[src/rtl/core/vwir_pkg.sv]
// vwir_pkg: shared types, widths and codes for the vertex weld / index remap core
// no dependencies; imported by every module of the core and by the checker
package vwir_pkg;

    localparam int MAX_VERTICES = 1024;
    localparam int IDX_W        = $clog2(MAX_VERTICES);
    localparam int CNT_W        = $clog2(MAX_VERTICES + 1);
    localparam int COORD_W      = 24;
    localparam int TOL_W        = 23;
    localparam int FIELD_W      = 10;
    localparam int DIFF_W       = COORD_W + 1;
    localparam int SQ_W         = 2 * TOL_W;
    localparam int SUM_W        = SQ_W + 2;

    localparam int IN_DATA_W    = 104;
    localparam int IN_USER_W    = 2;
    localparam int OUT_DATA_W   = 32;
    localparam int OUT_USER_W   = 3;

    localparam logic       REQ_VERTEX  = 1'b0;
    localparam logic       REQ_FACE    = 1'b1;

    localparam logic [1:0] ST_OK       = 2'd0;
    localparam logic [1:0] ST_FULL     = 2'd1;
    localparam logic [1:0] ST_UNLOADED = 2'd2;

    typedef struct packed {
        logic signed [COORD_W-1:0] z;
        logic signed [COORD_W-1:0] y;
        logic signed [COORD_W-1:0] x;
    } t_coord3;

    // travels alongside each kept-vertex read through the compare pipeline
    typedef struct packed {
        logic             vld;
        logic             last;
        logic [IDX_W-1:0] idx;
    } t_cmp_tag;

    typedef struct packed {
        logic               req_type;
        logic               new_mesh;
        t_coord3            coord;
        logic [FIELD_W-1:0] face_a;
        logic [FIELD_W-1:0] face_b;
        logic [FIELD_W-1:0] face_c;
    } t_item;

    typedef enum logic [3:0] {
        S_IDLE,
        S_VCHK,
        S_SEARCH,
        S_COMMIT,
        S_FACE_A,
        S_FACE_B,
        S_FACE_C,
        S_FACE_W,
        S_RESULT
    } t_state;

endpackage

[src/rtl/core/vwir_dist_cmp.sv]
// vwir_dist_cmp: three-stage squared-distance compare of a candidate against one kept vertex
// depends on vwir_pkg; takes one kept vertex per cycle with its tag, kill empties the pipe
module vwir_dist_cmp
    import vwir_pkg::*;
(
    input  logic             i_clk,
    input  logic             i_rst_n,
    input  logic             i_kill,
    input  logic [TOL_W-1:0] i_tol,
    input  t_coord3          i_vtx,
    input  t_coord3          i_kept,
    input  t_cmp_tag         i_tag,
    output t_cmp_tag         o_tag,
    output logic             o_match
);

    logic [SQ_W-1:0]   r_tol2;

    t_cmp_tag          r_s1_tag, r_s2_tag, r_s3_tag;
    logic              r_s1_far, r_s2_far;
    logic [TOL_W-1:0]  r_s1_dx, r_s1_dy, r_s1_dz;
    logic [SQ_W-1:0]   r_s2_qx, r_s2_qy, r_s2_qz;
    logic              r_s3_match;

    logic [DIFF_W-1:0] dx, dy, dz;
    logic [DIFF_W-1:0] tol_ext;
    logic              far;
    logic [SUM_W-1:0]  sum;

    function automatic logic [DIFF_W-1:0] abs_diff(input logic signed [COORD_W-1:0] a,
                                                   input logic signed [COORD_W-1:0] b);
        logic signed [DIFF_W-1:0] d;
        d = $signed({a[COORD_W-1], a}) - $signed({b[COORD_W-1], b});
        return d[DIFF_W-1] ? DIFF_W'(-d) : DIFF_W'(d);
    endfunction

    always_comb begin
        dx      = abs_diff(i_vtx.x, i_kept.x);
        dy      = abs_diff(i_vtx.y, i_kept.y);
        dz      = abs_diff(i_vtx.z, i_kept.z);
        tol_ext = DIFF_W'(i_tol);
        // beyond the tolerance on any axis: no match, whatever the squares sum to
        far     = (dx > tol_ext) || (dy > tol_ext) || (dz > tol_ext);
        sum     = SUM_W'(r_s2_qx) + SUM_W'(r_s2_qy) + SUM_W'(r_s2_qz);
    end

    always_ff @(posedge i_clk) begin
        if (!i_rst_n) begin
            r_tol2     <= '0;
            r_s1_tag   <= '0;
            r_s2_tag   <= '0;
            r_s3_tag   <= '0;
            r_s3_match <= 1'b0;
        end else begin
            r_tol2     <= SQ_W'(i_tol) * SQ_W'(i_tol);
            r_s1_tag   <= i_kill ? '0 : i_tag;
            r_s2_tag   <= i_kill ? '0 : r_s1_tag;
            r_s3_tag   <= i_kill ? '0 : r_s2_tag;
            r_s3_match <= !r_s2_far && (sum < SUM_W'(r_tol2));
        end
    end

    always_ff @(posedge i_clk) begin
        r_s1_far <= far;
        r_s1_dx  <= TOL_W'(dx);
        r_s1_dy  <= TOL_W'(dy);
        r_s1_dz  <= TOL_W'(dz);
        r_s2_far <= r_s1_far;
        r_s2_qx  <= SQ_W'(r_s1_dx) * SQ_W'(r_s1_dx);
        r_s2_qy  <= SQ_W'(r_s1_dy) * SQ_W'(r_s1_dy);
        r_s2_qz  <= SQ_W'(r_s1_dz) * SQ_W'(r_s1_dz);
    end

    assign o_tag   = r_s3_tag;
    assign o_match = r_s3_match;

endmodule

[config.mk]
export PLATFORM = sky130hd
export DESIGN_NAME = vwir_dist_cmp
export DESIGN_NICKNAME = d
export VERILOG_FILES = /design/src/rtl/core/vwir_pkg.sv /design/src/rtl/core/vwir_dist_cmp.sv
export SDC_FILE = /design/constraint.sdc
export NUM_CORES = 2
export LEC_CHECK = 0
export BUFFER_PORTS_ARGS = -buffer_cell sky130_fd_sc_hd__buf_4
export CAP_MARGIN = 0
export CELL_PAD_IN_SITES_DETAIL_PLACEMENT = 1
export CELL_PAD_IN_SITES_GLOBAL_PLACEMENT = 1
export CORE_ASPECT_RATIO = 1.25
export CORE_MARGIN = 2
export CORE_UTILIZATION = 52
export DETAILED_ROUTE_END_ITERATION = 8
export PLACE_DENSITY = 0.92
export SLEW_MARGIN = 0
export SYNTH_ARGS = -nofsm -noshare
export SYNTH_HDL_FRONTEND = slang
export SYNTH_SLANG_ARGS = --single-unit
[constraint.sdc]
create_clock -name i_clk -period 11.4 [get_ports i_clk]
set_input_delay 2.28 -clock i_clk [delete_from_list [all_inputs] [get_ports i_clk]]
set_output_delay 2.28 -clock i_clk [all_outputs]
set_load 0.05 [all_outputs]
* After elaboration in Yosys (flattened, before gate mapping)
Index checks and enable logic that the tools add are counted.
** Storage, ports and cells
- Memories :: 0
- Bits of input ports :: 182
- Flip-flop bits (word level) :: 292
- ROM bits :: 0
- RAM bits :: 0
- Output and inout port bits :: 13
- Bits in latches :: 0
- Logic and storage cells :: 44
** Cells by class
- Reductions and logical operators :: 5
- Add/subtract/negate cells :: 8
- Multiplexer cells :: 3
- Equal/unequal tests :: 0
- Bitwise operators :: 1
- Shifts and indexed selects :: 0
- $mul :: 4
- Divide/modulo/power cells :: 0
- Magnitude comparators :: 4
** Operators by type and width (count)
- 23-bit by 23-bit multiplier with 46-bit output :: 4
- 25-bit by 23-bit > comparator with 1-bit output :: 3
- 25-bit 2-to-1 mux :: 3
- 25-bit negator :: 3
- 24-bit by 24-bit subtractor with 25-bit output :: 3
- 47-bit by 46-bit adder with 48-bit output :: 1
- 48-bit by 46-bit less-than comparator with 1-bit output :: 1
- 46-bit by 46-bit adder with 47-bit output :: 1
- 1-bit logical OR :: 2
- 2-bit OR reduction :: 1
- 1-bit logical AND :: 1
- 1-bit logical NOT :: 1
- 1-bit NOT :: 1

* Logic depth before layout (Yosys ltp)
- Word-level depth :: 6
- Gate-level depth with buffers :: 29

* Least setup slack after synthesis
Ideal clock, no wire load.
- Kind :: input port to flip-flop
- From :: input port i_tol[6]
- To :: register r_tol2[39]
- Setup time :: 0.128 ns
- Arrival :: 8.761 ns
- Buffers on the path :: 2
- Setup slack :: 2.511 ns
- Stages :: 26
- Required time :: 11.272 ns
- Cell sequence :: clkbuf_1 clkbuf_1 nand2_1 fa_1 inv_1 fa_1 fa_1 ha_1 inv_1 fa_1 inv_1 fa_1 inv_1 fa_1 inv_1 ha_1 a211o_1 a211oi_1 o21ai_0 o2111ai_1 a31oi_1 a211oi_1 nor2b_1 a41oi_1 xor2_1 nor2_1
** On the way
- Longest elaborated chain between the ends :: 1
** RTL lines
- start, declared :: line vwir_dist_cmp.sv:9 : input logic [TOL_W-1:0] i_tol,
- 23-bit by 23-bit multiplier with 46-bit output :: line vwir_dist_cmp.sv:55 : r_tol2 <= SQ_W'(i_tol) * SQ_W'(i_tol);
- end signal, assigned :: line vwir_dist_cmp.sv:55
- end, declared :: line vwir_dist_cmp.sv:17 : logic [SQ_W-1:0] r_tol2;
Every way passes these cells.
A chain may end at the register's enable or synchronous reset.

* Final worst setup path
- From :: input port i_tol[8]
- To :: register r_tol2[39]
The elaborated chain is that of the path after synthesis.

==> results.txt <==
The run finished, with violations left. The final reports fail on max-capacitance violations, max-slew violations. The total clock buffers created by CTS is 38.

The wire length of the first global-routing pass came out at between 400000 and 500000 um. By area the synthesized netlist is led by sky130_fd_sc_hd__fa_1 41%, sky130_fd_sc_hd__ha_1 15%, sky130_fd_sc_hd__inv_1 11%, sky130_fd_sc_hd__dfxtp_1 7.5%, sky130_fd_sc_hd__nand2_1 3.4%. The kind of cell with the highest combined delay along the critical path is adder cells. The area share of the largest cell type after synthesis is 41.3%.

The number of flops mapped to enable cells by yosys is 0. The share of synthesized area occupied by flip-flops and latches came out at 7.49%. For the pin with the worst max-slew slack, the measured transition is around 1.5 ns. Once routing completed, OpenROAD measured the worst setup slack at 1.36 ns. Setup repair after global routing left no endpoint under its margin. The count of max-cap constraint violations came out at 2.

The critical path required time is 11.90 ns. The post-detailed-route count of antenna-violating nets came out at 0. For this run, asynchronously set or reset flops after synthesis account for 0%. Along the worst path, the maximum fanout reaches 17.

The maximum count of clock buffers along a single path came out at 3. The average cell area after synthesis is 9.11 sq um. The slowest stage of the critical path belongs to the cell sky130_fd_sc_hd__o21ai_0. The flop and latch count out of synthesis is 288. The biggest cell delay along the critical path is 0.72 ns. After floorplanning, the core was sized to cover 147000 sq um. The chip height came out at 434 um. The highest achievable clock rate is 99.6 MHz. The tree is rooted in a sky130_fd_sc_hd__clkbuf_16.

The H-tree depth reported by CTS came out at 2. Relative to the synthesized area, the layout overhead comes to 6.52%. The classification of the worst-slack hold path is reg2reg. The netlist area before placement came out at about 77000 sq um.

The normalized max-slew margin is -0.550%. The clock-pin slew of the registers on the worst-case setup and hold paths came out at 0.06 ns. In the synthesized netlist, the cells that appear most often are 2169 x sky130_fd_sc_hd__inv_1, 1590 x sky130_fd_sc_hd__fa_1, 927 x sky130_fd_sc_hd__ha_1. Among all cell types in the netlist, the one instantiated most often is sky130_fd_sc_hd__inv_1. Buffers placed on the I/O ports in this run total 194. The overall global routing resource usage came out at 43.3%. The post-CTS resize count is 0. The total of warnings raised by yosys came out at 0.

The worst hold path was traced through 0 stages. After global routing the overflow that remains totals 0. Data arrives at the worst endpoint at 10.53 ns.

The number of buffers inserted by hold repair at cts came out at 0. Counting I/O delays and the setup requirement, the final critical path takes 10.04 ns. The via count of the first global-routing pass is 80100.

Including well taps, the total number of placed cells is about 10000. In this design, the critical path's most frequently occurring cell is sky130_fd_sc_hd__fa_1. During I/O placement, the number of pins put on the boundary was 195. Measured in cells, the most critical reg-to-reg path has a length of 25. The critical path is of the in2reg type. The via count came out at roughly 67000. The final total negative setup slack came out at 0 ns.

The number of distinct library cells after synthesis is between 80 and 90. The net count reported at finish came out at 11200. In the routed design, unresolved DRC markers number 0. The sink count of the clock tree came out at 288. In the final layout, the share of cells above drive strength 1 is 4.81%. The starting density of the core came out at approximately 52%. The worst setup path is captured at a register.

The initial antenna violation count is 52. TritonCTS built the clock tree. In this run the core area contains 157 standard-cell rows.

In the final routed layout, each cell accounts on average for between 30 and 40 um. The die covers 151000 sq um. Routability-driven placement finished with a final weighted congestion of 0.947.

The largest clock skew in the final design came out at between 0.04 and 0.05 ns. Leaving out filler cells and counting taps, the final layout contains 10500. The post-route clock period utilization came out at 88.0%. The final hold violation count came out at 0. After the first detailed-routing iteration, the DRC count stood at 6128. Entering global routing, the biggest net connects 37 pins. OpenSTA, run right after detailed placement, puts the worst setup slack at 1.39 ns.

The logic depth of the worst path, buffers included came out at 23. Setup violations remaining at the end of the flow were counted as 0. The buffer count from post-CTS setup fixing came out at 0. Measured along the x axis, the die boundary spans ~350 um. For this run, the leading register cell type out of synthesis is sky130_fd_sc_hd__dfxtp_1. The critical path buffer and inverter count is 4. The cell type with the highest aggregate area in the netlist is sky130_fd_sc_hd__fa_1. The total wire length after detailed routing is about 320000 um. The critical path goes through buf_4, clkinv_1, nor2_1, fa_1, fa_1, fa_1, ha_1, fa_1, inv_1, fa_1, inv_1, fa_1, ha_1, nand3_1, a211o_1, o21ai_0, o2111ai_1, a31oi_1, a211oi_1, nor2b_1, a41oi_1, xor2_1, nor2_1. In the synthesized netlist, the number of instances is 8453. The number of iterations in the first detailed-routing pass came out at 6. The insertion delay of the later-clocked pin in the worst-skew pair is around 0.66 ns. The count of final max-slew check failures is 2. STA classifies the critical path startpoint as a primary input. The HPWL reported at the end of detailed placement is 231000 um. Dividing the detail-routed via count by the number of cells gives 6.40.
## final cells by class
cell class | count | area [sq um]
fill | 16600 | 64700
multi-input combinational | 5756 | 62300
inverter | 2180 | 8180
sequential | 288 | 5770
tap | 1908 | 2390
timing repair buffer | 274 | 2090
clock buffer | 46 | 1030
clock inverter | 21 | 223
antenna | 29 | 72.6
## registers in the layout (all words and copies together) (netlist names)
| name | flops |
|---|---|
| r_s1_dy | 23 |
| r_s2_far | 1 |
| r_s1_tag | 12 |
| o_match | 1 |
| o_tag | 12 |
| r_s1_dz | 23 |
| r_s2_tag | 12 |
| r_s1_far | 1 |
| r_s2_qx | 45 |
| r_s1_dx | 23 |
| r_tol2 | 45 |
| r_s2_qz | 45 |
| r_s2_qy | 45 |
## layout by cell type, fill, tap and decap left out, types with 9 or more instances in the layout
master                      count
sky130_fd_sc_hd__o31a_1        10
sky130_fd_sc_hd__or2_2         15
sky130_fd_sc_hd__nand4_1       41
sky130_fd_sc_hd__nand2b_1      53
sky130_fd_sc_hd__a2111oi_0     12
sky130_fd_sc_hd__xor2_1       125
sky130_fd_sc_hd__a31o_2        15
sky130_fd_sc_hd__ha_1         927
sky130_fd_sc_hd__o21ai_0      165
sky130_fd_sc_hd__nor3b_1       10
sky130_fd_sc_hd__xnor2_1      228
sky130_fd_sc_hd__clkbuf_16     39
sky130_fd_sc_hd__a31oi_1       40
sky130_fd_sc_hd__a21o_1       175
sky130_fd_sc_hd__o21bai_1      43
sky130_fd_sc_hd__nor3_1        58
sky130_fd_sc_hd__nor4_1        12
sky130_fd_sc_hd__diode_2       29
sky130_fd_sc_hd__nand3_1       71
sky130_fd_sc_hd__nand2_1      697
sky130_fd_sc_hd__and2_1       363
sky130_fd_sc_hd__or3_1         17
sky130_fd_sc_hd__o21a_1        50
sky130_fd_sc_hd__a311oi_1      10
sky130_fd_sc_hd__dfxtp_1      288
sky130_fd_sc_hd__buf_4        271
sky130_fd_sc_hd__or4_1          9
sky130_fd_sc_hd__fa_1        1590
sky130_fd_sc_hd__o31ai_1       20
sky130_fd_sc_hd__and4_1        14
sky130_fd_sc_hd__mux2_2         9
sky130_fd_sc_hd__nor2_1       386
sky130_fd_sc_hd__and3_1        41
sky130_fd_sc_hd__inv_1       2169
sky130_fd_sc_hd__o211ai_1      11
sky130_fd_sc_hd__a211oi_1      33
sky130_fd_sc_hd__a21oi_1      294
sky130_fd_sc_hd__nor2b_1       64
## per-stage QoR
stage          hold WS (ns)  utilization, %  cell area (sq um)
2_1_floorplan         0.310               -              77000
3_3_place_gp          0.315            54.9              80600
3_5_place_dp          0.331            54.9              80600
4_1_cts               0.345            55.8              81800
5_1_grt               0.354            55.9              82000
6_report              0.349            55.9              82000
## layer usage
layer	GRT usage [%]	wire length (um)	part of all wire, %
met4	43.2	40300	12
met1	40.8	96400	30
met2	70.2	150000	46
met5	0.0648	280	0.087
met3	17.7	35900	11
## worst paths after layout
path	slack, ns	start	end
setup / recovery	1.36	i_tol[8]	r_tol2[39]
hold / removal	0.35	r_s1_far	r_s2_far
setup reg to reg	1.43	r_s1_dx[6]	r_s2_qx[38]
hold reg to reg	0.35	r_s1_far	r_s2_far
## kinds of logic (layout without fill, tap and decap cells)
group,after synthesis,count (layout),share of synthesized area [%]
DFF,288,288,7.49
and+or+nand+nor,1872,1872,11.7
other,2,32,0.00975
xor gates and xnor gates,363,363,4.13
AOI/OAI and AO/OA,987,987,8.37
adders and majority gates,2517,2517,56.4
muxes,14,14,0.197
buffers and inverters,2410,2521,11.8
Power is left out: the tool's default activity adds up to more than one toggle a clock period on the data nets, which glitch-free logic cannot reach.
